## config.mk

```make
export PLATFORM = sky130hd
export DESIGN_NAME = magic_length_frame_deframer
export DESIGN_NICKNAME = d
export VERILOG_FILES = /design/src/mlfd_pkg.sv /design/src/magic_length_frame_deframer.sv /design/src/mlfd_front.sv /design/src/mlfd_fifo.sv /design/src/mlfd_back.sv
export SDC_FILE = /design/constraint.sdc
export NUM_CORES = 1
export LEC_CHECK = 0
export BUFFER_PORTS_ARGS = -buffer_cell sky130_fd_sc_hd__buf_2
export CAP_MARGIN = 20
export CORE_MARGIN = 10
export CORE_UTILIZATION = 60
export CTS_CLUSTER_SIZE = 28
export DETAILED_ROUTE_END_ITERATION = 16
export PLACE_DENSITY = 0.79
export SLEW_MARGIN = 20
export SYNTH_ARGS = -nofsm -noshare
export SYNTH_HDL_FRONTEND = slang
export SYNTH_SLANG_ARGS = --single-unit
```

## constraint.sdc

```tcl
create_clock -name clk_i -period 9.2 [get_ports clk_i]
set_input_delay 1.38 -clock clk_i [delete_from_list [all_inputs] [get_ports clk_i]]
set_output_delay 1.38 -clock clk_i [all_outputs]
set_load 0.02 [all_outputs]
```

## src/mlfd_pkg.sv

```systemverilog
// ----------------------------------------------------------------------------
// mlfd_pkg
// Shared types and constants for the magic-word, length-prefixed deframer.
// ----------------------------------------------------------------------------
package mlfd_pkg;

  // Register reset values and defaults
  localparam logic [31:0] MAGIC_WORD_RST      = 32'hAA55_AA55;
  localparam logic [17:0] MAX_PAYLOAD_RST     = 18'd131072;
  localparam int unsigned MAX_FRAME_BYTES_DEF = 131072;
  localparam int unsigned FIFO_DEPTH_DEF      = 4;

  // Configuration register indexes
  localparam logic REG_MAGIC_WORD  = 1'b0;
  localparam logic REG_MAX_PAYLOAD = 1'b1;

  // Input item kinds
  localparam logic KIND_BYTE = 1'b0;
  localparam logic KIND_DROP = 1'b1;

  // Result kinds
  localparam logic RES_PAYLOAD = 1'b0;
  localparam logic RES_BAD_LEN = 1'b1;

  localparam int unsigned OFFSET_W = 17;

  // One classified result, handed from the parser to the output stage
  typedef struct packed {
    logic                res_kind;
    logic [7:0]          data;
    logic [OFFSET_W-1:0] offset;
    logic                last;
    logic [31:0]         length;
  } mlfd_cmd_t;

endpackage

```

## src/magic_length_frame_deframer.sv

```systemverilog
// ----------------------------------------------------------------------------
// magic_length_frame_deframer
// Byte-stream deframer: sync word, 4-byte big-endian length, tagged payload.
// ----------------------------------------------------------------------------
// Usage:
//   Input stream: one transfer per byte (tuser = 0) or per link drop
//   (tuser = 1). A link drop discards any partial frame and resumes hunting.
//   Output stream: one transfer per payload byte (tuser = 0), or one per
//   rejected length (tuser = 1); tlast marks the final byte of a frame.
//   Throughput: one input transfer per cycle, sustained, as long as the
//   receiver takes results. A result passes through the queue write, then
//   the output register, before it appears on the output.
//   A 4-entry queue sits between the parser and the output register; the
//   input stalls (tready low) only while that queue is full, so the parser
//   keeps running while the receiver holds tready low, until that queue fills.
//   Reset: hunting, sync window zero, bank 0, frame count zero, registers at
//   their defaults (magic 0xAA55AA55, max payload 131072), queue empty.
//   Configuration: write magic_word (index 0) or max_payload (index 1) only
//   while the block is idle; other indexes are ignored.
// ----------------------------------------------------------------------------
module magic_length_frame_deframer import mlfd_pkg::*; #(
  parameter int unsigned MaxFrameBytes = MAX_FRAME_BYTES_DEF,
  parameter int unsigned FifoDepth     = FIFO_DEPTH_DEF
) (
  input  logic        clk_i,
  input  logic        rst_ni,
  // configuration write port
  input  logic        cfg_we_i,
  input  logic        cfg_idx_i,
  input  logic [31:0] cfg_data_i,
  // input stream
  input  logic        s_axis_tvalid,
  output logic        s_axis_tready,
  input  logic [7:0]  s_axis_tdata,   // [7:0] byte_in
  input  logic        s_axis_tuser,   // [0] kind
  // output stream
  output logic        m_axis_tvalid,
  input  logic        m_axis_tready,
  // [7:0] data_out, [24:8] byte_offset, [25] bank, [57:26] frame_length,
  // [89:58] frame_count, [95:90] zero
  output logic [95:0] m_axis_tdata,
  output logic        m_axis_tuser,   // [0] result_kind
  output logic        m_axis_tlast    // last
);

  logic [31:0] magic_q;
  logic [17:0] max_payload_q;

  mlfd_cmd_t   push_cmd, pop_cmd, out_cmd;
  logic        push, full, fifo_valid, pop;
  logic        out_bank;
  logic [31:0] out_index;

  // Configuration registers: take a write on any enabled edge
  always_ff @(posedge clk_i or negedge rst_ni) begin
    if (!rst_ni) begin
      magic_q       <= MAGIC_WORD_RST;
      max_payload_q <= MAX_PAYLOAD_RST;
    end else if (cfg_we_i) begin
      case (cfg_idx_i)
        REG_MAGIC_WORD:  magic_q       <= cfg_data_i;
        REG_MAX_PAYLOAD: max_payload_q <= cfg_data_i[17:0];
        default: ;
      endcase
    end
  end

  // Parser: classify each accepted byte
  mlfd_front #(
    .MaxFrameBytes(MaxFrameBytes)
  ) u_front (
    .clk_i        (clk_i),
    .rst_ni       (rst_ni),
    .in_valid_i   (s_axis_tvalid),
    .in_kind_i    (s_axis_tuser),
    .in_byte_i    (s_axis_tdata),
    .in_ready_o   (s_axis_tready),
    .magic_word_i (magic_q),
    .max_payload_i(max_payload_q),
    .push_o       (push),
    .cmd_o        (push_cmd),
    .full_i       (full)
  );

  // Queue of pending results
  mlfd_fifo #(
    .Depth(FifoDepth)
  ) u_fifo (
    .clk_i  (clk_i),
    .rst_ni (rst_ni),
    .push_i (push),
    .wdata_i(push_cmd),
    .full_o (full),
    .pop_i  (pop),
    .valid_o(fifo_valid),
    .rdata_o(pop_cmd)
  );

  // Output stage: attach bank and frame count, hold until the transfer
  mlfd_back u_back (
    .clk_i      (clk_i),
    .rst_ni     (rst_ni),
    .cmd_valid_i(fifo_valid),
    .cmd_i      (pop_cmd),
    .pop_o      (pop),
    .out_valid_o(m_axis_tvalid),
    .out_ready_i(m_axis_tready),
    .out_cmd_o  (out_cmd),
    .out_bank_o (out_bank),
    .out_index_o(out_index)
  );

  assign m_axis_tdata = {6'd0, out_index, out_cmd.length, out_bank,
                         out_cmd.offset, out_cmd.data};
  assign m_axis_tuser = out_cmd.res_kind;
  assign m_axis_tlast = out_cmd.last;

endmodule

```

## src/mlfd_front.sv

```systemverilog
// ----------------------------------------------------------------------------
// mlfd_front
// Parser: hunts for the sync word, assembles the length and tags payload bytes.
// ----------------------------------------------------------------------------
module mlfd_front import mlfd_pkg::*; #(
  parameter int unsigned MaxFrameBytes = MAX_FRAME_BYTES_DEF
) (
  input  logic        clk_i,
  input  logic        rst_ni,
  input  logic        in_valid_i,
  input  logic        in_kind_i,
  input  logic [7:0]  in_byte_i,
  output logic        in_ready_o,
  input  logic [31:0] magic_word_i,
  input  logic [17:0] max_payload_i,
  output logic        push_o,
  output mlfd_cmd_t   cmd_o,
  input  logic        full_i
);

  localparam int unsigned OffW = $clog2(MaxFrameBytes);

  localparam logic [1:0] PH_HUNT = 2'd0;
  localparam logic [1:0] PH_LEN  = 2'd1;
  localparam logic [1:0] PH_DATA = 2'd2;

  logic [1:0]      phase_q, phase_d;
  logic [31:0]     window_q, window_d;
  logic [1:0]      cnt_q, cnt_d;
  logic [31:0]     length_q, length_d;
  logic [OffW-1:0] offset_q, offset_d;

  logic        accept;
  logic [31:0] shifted_win;
  logic [31:0] shifted_len;
  logic [31:0] limit;
  logic [31:0] off_ext;
  logic [31:0] off_next;
  logic        is_last;
  logic        bad_len;

  assign in_ready_o  = ~full_i;
  assign accept      = in_valid_i & ~full_i;
  assign shifted_win = {window_q[23:0], in_byte_i};
  assign shifted_len = {length_q[23:0], in_byte_i};
  assign limit       = (32'(max_payload_i) > 32'(MaxFrameBytes)) ? 32'(MaxFrameBytes)
                                                                 : 32'(max_payload_i);
  assign bad_len     = (shifted_len == 32'd0) || (shifted_len > limit);
  assign off_ext     = 32'(offset_q);
  assign off_next    = off_ext + 32'd1;
  assign is_last     = off_next >= length_q;

  always_comb begin
    phase_d  = phase_q;
    window_d = window_q;
    cnt_d    = cnt_q;
    length_d = length_q;
    offset_d = offset_q;
    push_o   = 1'b0;
    cmd_o    = '0;
    if (accept) begin
      if (in_kind_i == KIND_DROP) begin
        phase_d  = PH_HUNT;
        window_d = '0;
        cnt_d    = '0;
        length_d = '0;
        offset_d = '0;
      end else begin
        case (phase_q)
          PH_LEN: begin
            length_d = shifted_len;
            cnt_d    = cnt_q + 2'd1;
            if (cnt_q == 2'd3) begin
              if (bad_len) begin
                push_o         = 1'b1;
                cmd_o.res_kind = RES_BAD_LEN;
                cmd_o.length   = shifted_len;
                phase_d        = PH_HUNT;
                window_d       = '0;
                cnt_d          = '0;
                length_d       = '0;
                offset_d       = '0;
              end else begin
                phase_d  = PH_DATA;
                offset_d = '0;
              end
            end
          end
          PH_DATA: begin
            push_o         = 1'b1;
            cmd_o.res_kind = RES_PAYLOAD;
            cmd_o.data     = in_byte_i;
            cmd_o.offset   = off_ext[OFFSET_W-1:0];
            cmd_o.last     = is_last;
            cmd_o.length   = length_q;
            if (is_last) begin
              phase_d  = PH_HUNT;
              window_d = '0;
              cnt_d    = '0;
              length_d = '0;
              offset_d = '0;
            end else begin
              offset_d = off_next[OffW-1:0];
            end
          end
          default: begin
            // hunting, or an unused code
            phase_d  = PH_HUNT;
            window_d = shifted_win;
            if (shifted_win == magic_word_i) begin
              phase_d  = PH_LEN;
              cnt_d    = '0;
              length_d = '0;
            end
          end
        endcase
      end
    end
  end

  always_ff @(posedge clk_i or negedge rst_ni) begin
    if (!rst_ni) begin
      phase_q  <= PH_HUNT;
      window_q <= '0;
      cnt_q    <= '0;
      length_q <= '0;
      offset_q <= '0;
    end else begin
      phase_q  <= phase_d;
      window_q <= window_d;
      cnt_q    <= cnt_d;
      length_q <= length_d;
      offset_q <= offset_d;
    end
  end

endmodule

```

## src/mlfd_fifo.sv

```systemverilog
// ----------------------------------------------------------------------------
// mlfd_fifo
// Short queue of classified results between parser and output stage.
// ----------------------------------------------------------------------------
module mlfd_fifo import mlfd_pkg::*; #(
  parameter int unsigned Depth = FIFO_DEPTH_DEF
) (
  input  logic      clk_i,
  input  logic      rst_ni,
  input  logic      push_i,
  input  mlfd_cmd_t wdata_i,
  output logic      full_o,
  input  logic      pop_i,
  output logic      valid_o,
  output mlfd_cmd_t rdata_o
);

  localparam int unsigned PtrW = (Depth > 1) ? $clog2(Depth) : 1;
  localparam int unsigned CntW = $clog2(Depth + 1);
  localparam logic [PtrW-1:0] PtrLast = PtrW'(Depth - 1);
  localparam logic [CntW-1:0] CntFull = CntW'(Depth);

  mlfd_cmd_t       mem_q [Depth];
  logic [PtrW-1:0] wptr_q, rptr_q;
  logic [CntW-1:0] cnt_q;
  logic            do_push, do_pop;

  assign full_o  = (cnt_q == CntFull);
  assign valid_o = (cnt_q != '0);
  assign rdata_o = mem_q[rptr_q];
  assign do_push = push_i & ~full_o;
  assign do_pop  = pop_i & valid_o;

  always_ff @(posedge clk_i) begin
    if (do_push) begin
      mem_q[wptr_q] <= wdata_i;
    end
  end

  always_ff @(posedge clk_i or negedge rst_ni) begin
    if (!rst_ni) begin
      wptr_q <= '0;
      rptr_q <= '0;
      cnt_q  <= '0;
    end else begin
      if (do_push) begin
        wptr_q <= (wptr_q == PtrLast) ? '0 : wptr_q + 1'b1;
      end
      if (do_pop) begin
        rptr_q <= (rptr_q == PtrLast) ? '0 : rptr_q + 1'b1;
      end
      if (do_push && !do_pop) begin
        cnt_q <= cnt_q + 1'b1;
      end else if (do_pop && !do_push) begin
        cnt_q <= cnt_q - 1'b1;
      end
    end
  end

endmodule

```

## src/mlfd_back.sv

```systemverilog
// ----------------------------------------------------------------------------
// mlfd_back
// Output stage: keeps bank and frame count, holds the result register.
// ----------------------------------------------------------------------------
module mlfd_back import mlfd_pkg::*; (
  input  logic      clk_i,
  input  logic      rst_ni,
  input  logic      cmd_valid_i,
  input  mlfd_cmd_t cmd_i,
  output logic      pop_o,
  output logic      out_valid_o,
  input  logic      out_ready_i,
  output mlfd_cmd_t out_cmd_o,
  output logic      out_bank_o,
  output logic [31:0] out_index_o
);

  logic        valid_q;
  logic        bank_q;
  logic [31:0] frames_q;
  mlfd_cmd_t   cmd_q;
  logic        res_bank_q;
  logic [31:0] res_index_q;
  logic        load;
  logic        frame_end;

  assign load        = cmd_valid_i & (~valid_q | out_ready_i);
  assign pop_o       = load;
  assign frame_end   = (cmd_i.res_kind == RES_PAYLOAD) & cmd_i.last;
  assign out_valid_o = valid_q;
  assign out_cmd_o   = cmd_q;
  assign out_bank_o  = res_bank_q;
  assign out_index_o = res_index_q;

  always_ff @(posedge clk_i) begin
    if (load) begin
      cmd_q       <= cmd_i;
      res_bank_q  <= bank_q;
      res_index_q <= frame_end ? frames_q + 32'd1 : frames_q;
    end
  end

  always_ff @(posedge clk_i or negedge rst_ni) begin
    if (!rst_ni) begin
      valid_q  <= 1'b0;
      bank_q   <= 1'b0;
      frames_q <= '0;
    end else begin
      if (load) begin
        valid_q <= 1'b1;
      end else if (out_ready_i) begin
        valid_q <= 1'b0;
      end
      if (load && frame_end) begin
        bank_q   <= ~bank_q;
        frames_q <= frames_q + 32'd1;
      end
    end
  end

endmodule
```

==> results.txt <==
The flow ran to the end, and the final reports show no timing, DRC or antenna violations. In this run the static leakage power is 9.24 nW. Synthesis produced a netlist whose cell count is 1443. For the worst-skew pair, the clock arrives at the later sink with an insertion delay of 560 ps. The run gives 0 as the residual DRC count. Worst setup slack for register-to-register paths: 4520 ps. The HPWL after detailed placement is 30000 um. STA classifies the critical path startpoint as a register.

The final count of hold timing violations was 0; the flop and latch count out of synthesis was 496. A synthesized cell averages 14.8 um^2. After detailed routing, the average wire length per cell comes to 22.2 um. Class of the worst hold path: reg2reg.

The final setup skew came out at 15.3 ps. The number of setup buffers added after CTS is 0. The logs give 1 for the initial antenna violation count and 0 for the Yosys warning count.

Across the run, the number of max-cap violations was 0. Dividing the detail-routed via count by the number of cells gives 5.98. The tools report the kind of end point of the critical path as a register. The biggest cell delay along the critical path is 660 ps.

Once routing completed, OpenROAD measured the worst setup slack at 4520 ps. The most common cell in the synthesized netlist was sky130_fd_sc_hd__edfxtp_1. TritonCTS built the clock tree.

The worst-case IR drop observed on VDD is 228 uV. The achievable clock frequency came out at 0.214 GHz. Setup repair after global routing left no endpoint under its margin.

Of the total power, combinational logic draws 20.4%. Area occupied by registers: 0.0141 mm^2. Before antenna repair, the detailed router went through 6 iterations. The part of the power in the clock network was 32.8%.

The most numerous cell type found on the critical path is sky130_fd_sc_hd__buf_4. The signal on the critical path passes through nor4_1, nand4_1, o41ai_1, buf_4, nand2_1, ha_1, nand4_1, nor4_1, o21ai_0, o211ai_1, a41o_1, buf_4, o21ba_2, and2_2, buf_4. The summed area of non-filler cells in the final layout is 0.0241 mm^2, and the synthesis-to-layout area growth is 12.8%. The number of synthesized flops with an enable pin is 328, and the placement-stage cell area is 0.0224 mm^2. At the pin with the least slew margin, the transition time is 1000 ps. Entering global routing, the biggest net connects 106 pins.

The longest clock path from root to sink contains 3 buffers. The tightest hold path in the finished design has a slack of 480 ps. For this run, the total global-route usage over all layers was measured as 20.9%. Data arrives at the worst endpoint at 4860 ps.

By count the netlist is led by 328 x sky130_fd_sc_hd__edfxtp_1, 151 x sky130_fd_sc_hd__dfrtp_1, 144 x sky130_fd_sc_hd__nand2_1, 79 x sky130_fd_sc_hd__nor2_1, 72 x sky130_fd_sc_hd__xnor2_1. The clock net in this run drives a total of 496 sinks. The number of failing setup endpoints in the final timing report is 0.

After layout, the minimum clock period comes to 4680 ps. The remaining number of nets flagged by the antenna check after routing came out at 0. The fraction of final layout cells with drive strength greater than 1 was 24.0%.

The post-synthesis sequential area ratio came out at 66.0%. The leading area contributor after synthesis was sky130_fd_sc_hd__edfxtp_1. The count of pins over their slew limit came out at 0. The share of total power dissipated in sequential elements is 46.8%. Once layout is complete, the utilization of the core stands at 69.1%. At the placement stage, the worst setup path has a slack of 4470 ps.

The floorplan step defined a die boundary enclosing 0.0435 mm^2. The floorplan step defined a core boundary enclosing 0.0348 mm^2. The last weighted congestion value of the routability-driven placer was 0.912.

The logs give 4.38 mW for the internal power component and 2310 for the number of fill cells. The critical path is of the reg2reg type. The vias after detailed routing was 12400. The switching portion of total power was 27.5%. For the setup TNS, the log shows 0 ps.

CTS built an H-tree with a depth of 2. Overall power consumption after layout is estimated at 6.05 mW. Overall die width: 209 um. Global routing finished with a remaining overflow of 0. The data required time at the worst endpoint is 9380 ps.

Row generation in the floorplan step produced 68 rows. The final worst-path cycle share is 50.9%, and the number of buffers inserted during clock tree synthesis is 48. Wires add up to 46100 um. The worst pin sits at a relative slew slack of 33.3%.

Slowest library cell on the worst path: sky130_fd_sc_hd__buf_4. The number of buffers inserted by hold repair at cts came out at 0. In this run, post-CTS repair resized a total of 0 instances. In this run, distinct cell masters in the synthesized netlist total 65. Dividing total power by cell area gives a power density of 251 mW/mm^2. The starting utilization of the core area came out at 61.3%. The die span in y works out to 209 um.

The highest net fanout along the worst path is 59. The count of buffers added on input and output ports is 140. Count of placed standard cells including taps: 1989. The summed instance area of the synthesized netlist was 0.0213 mm^2; the area share of the leading cell type in the synthesized netlist was 46.2%. The most used flip-flop cell after synthesis is sky130_fd_sc_hd__edfxtp_1.

For the number of primary I/O pins, the log shows 147. After synthesis, the cell types taking the most area are sky130_fd_sc_hd__edfxtp_1 46%, sky130_fd_sc_hd__dfrtp_1 18%, sky130_fd_sc_hd__mux4_2 6.2%, sky130_fd_sc_hd__mux2_2 3.1%, sky130_fd_sc_hd__xnor2_1 3.0%. The number of global-route vias before repair was 12700. CTS placed an instance of sky130_fd_sc_hd__clkbuf_16 at the clock tree root. After clock tree synthesis, the clock-pin slew on the worst setup and hold paths is 60 ps.

The count of non-filler cells in the finished layout is 2079. The detailed router finished its first iteration with 958 violations. The async set-reset flop share out of synthesis is 33.9%. In the final design database the tool counted 1680 nets. The analysis attributes to net switching a power of 1.66 mW. The first global-routing pass estimated 72500 um of wire. Summing all multi-input logic gate instances after layout gives 0.00676 mm^2.
final timing paths:
path                             startpoint              endpoint  cells past startpoint
hold / removal                u_back.bank_q     u_back.out_bank_o                      0
max in group asynchronous            rst_ni      u_fifo.rptr_q[0]                      2
setup reg to reg           max_payload_q[9]   u_fifo.mem_q[2][42]                     15
min in group asynchronous            rst_ni  u_front.window_q[12]                      1
hold reg to reg               u_back.bank_q     u_back.out_bank_o                      0
setup / recovery           max_payload_q[9]   u_fifo.mem_q[2][42]                     15
flip-flops by register name, summed over array words and instances, names as in the netlist, 3 cells and up:
signal              count
magic_q                32
max_payload_q          18
u_back.frames_q        32
u_back.out_cmd_o       59
u_back.out_index_o     32
u_fifo.cnt_q            3
u_fifo.mem_q          236
u_front.length_q       32
u_front.offset_q       17
u_front.window_q       24
metal layers:
metal | up-vias | GRT usage (%) | part of all wire [%]
met3 | 69 | 5.33 | 8.0
met4 | 0 | 6.50 | 2.3
met1 | 6305 | 27.0 | 40
li1 | 5602 | - | -
met2 | 459 | 34.1 | 50
met5 | - | 0 | 0
kinds of logic after synthesis:
kind of cell / Yosys count / synth area share, %
DFF: 496 / 66.0
and+or+nand+nor: 366 / 8.26
muxes: 152 / 10.9
AOI/OAI and AO/OA: 147 / 4.74
buffers and inverters: 120 / 2.56
xor gates and xnor gates: 113 / 4.64
adders and majority gates: 48 / 2.85
other: 1 / 0.0176
critical path: cells and delay by family (launching register included):
kind	cells	cell delay [ps]
compound gates	5	1130
fa+ha+maj	1	270
buf+inv	3	1220
flops	1	380
simple gates	6	1200
power groups by stage:
stage / Sequential (mW) / Combinational [mW] / Clock, mW
3_5_place_dp: 2.88 / 1.24 / 0
6_report: 2.83 / 1.23 / 1.98
4_1_cts: 2.84 / 1.25 / 2.02
5_1_grt: 2.86 / 1.33 / 2.11
2_1_floorplan: 3.06 / 0.674 / 0
3_3_place_gp: 2.87 / 1.22 / 0
layout by cell type, fill, tap and decap left out, types with 5 or more instances in the layout:
master / count
sky130_fd_sc_hd__mux2_2: 58
sky130_fd_sc_hd__o31ai_1: 24
sky130_fd_sc_hd__nor4_1: 14
sky130_fd_sc_hd__conb_1: 6
sky130_fd_sc_hd__a21oi_1: 14
sky130_fd_sc_hd__a21o_1: 5
sky130_fd_sc_hd__o21ai_0: 41
sky130_fd_sc_hd__a22oi_1: 32
sky130_fd_sc_hd__dfrtp_1: 149
sky130_fd_sc_hd__ha_1: 47
sky130_fd_sc_hd__and2_1: 26
sky130_fd_sc_hd__nand3_1: 20
sky130_fd_sc_hd__clkinv_1: 10
sky130_fd_sc_hd__xor2_1: 41
sky130_fd_sc_hd__dfstp_2: 17
sky130_fd_sc_hd__and3_1: 14
sky130_fd_sc_hd__nand4_1: 26
sky130_fd_sc_hd__buf_4: 18
sky130_fd_sc_hd__clkinv_2: 8
sky130_fd_sc_hd__nor2b_1: 8
sky130_fd_sc_hd__clkbuf_16: 49
sky130_fd_sc_hd__xnor2_1: 72
sky130_fd_sc_hd__clkbuf_1: 9
sky130_fd_sc_hd__nor3_1: 8
sky130_fd_sc_hd__clkbuf_8: 5
sky130_fd_sc_hd__mux4_2: 59
sky130_fd_sc_hd__nand2_1: 144
sky130_fd_sc_hd__buf_2: 139
sky130_fd_sc_hd__edfxtp_1: 328
sky130_fd_sc_hd__bufinv_16: 6
sky130_fd_sc_hd__nor2_1: 78
sky130_fd_sc_hd__mux2i_1: 34
sky130_fd_sc_hd__inv_1: 47
sky130_fd_sc_hd__a22o_1: 7
area by class of cell:
class                      count  area share (%)
inverter                      48           0.749
timing repair buffer         159            3.61
clock buffer                  63            5.52
antenna                        1          0.0104
multi-input combinational    832            28.1
clock inverter                25            1.12
sequential                   496            58.5
tap                          455            2.37
(Power assumes the default switching activity.)
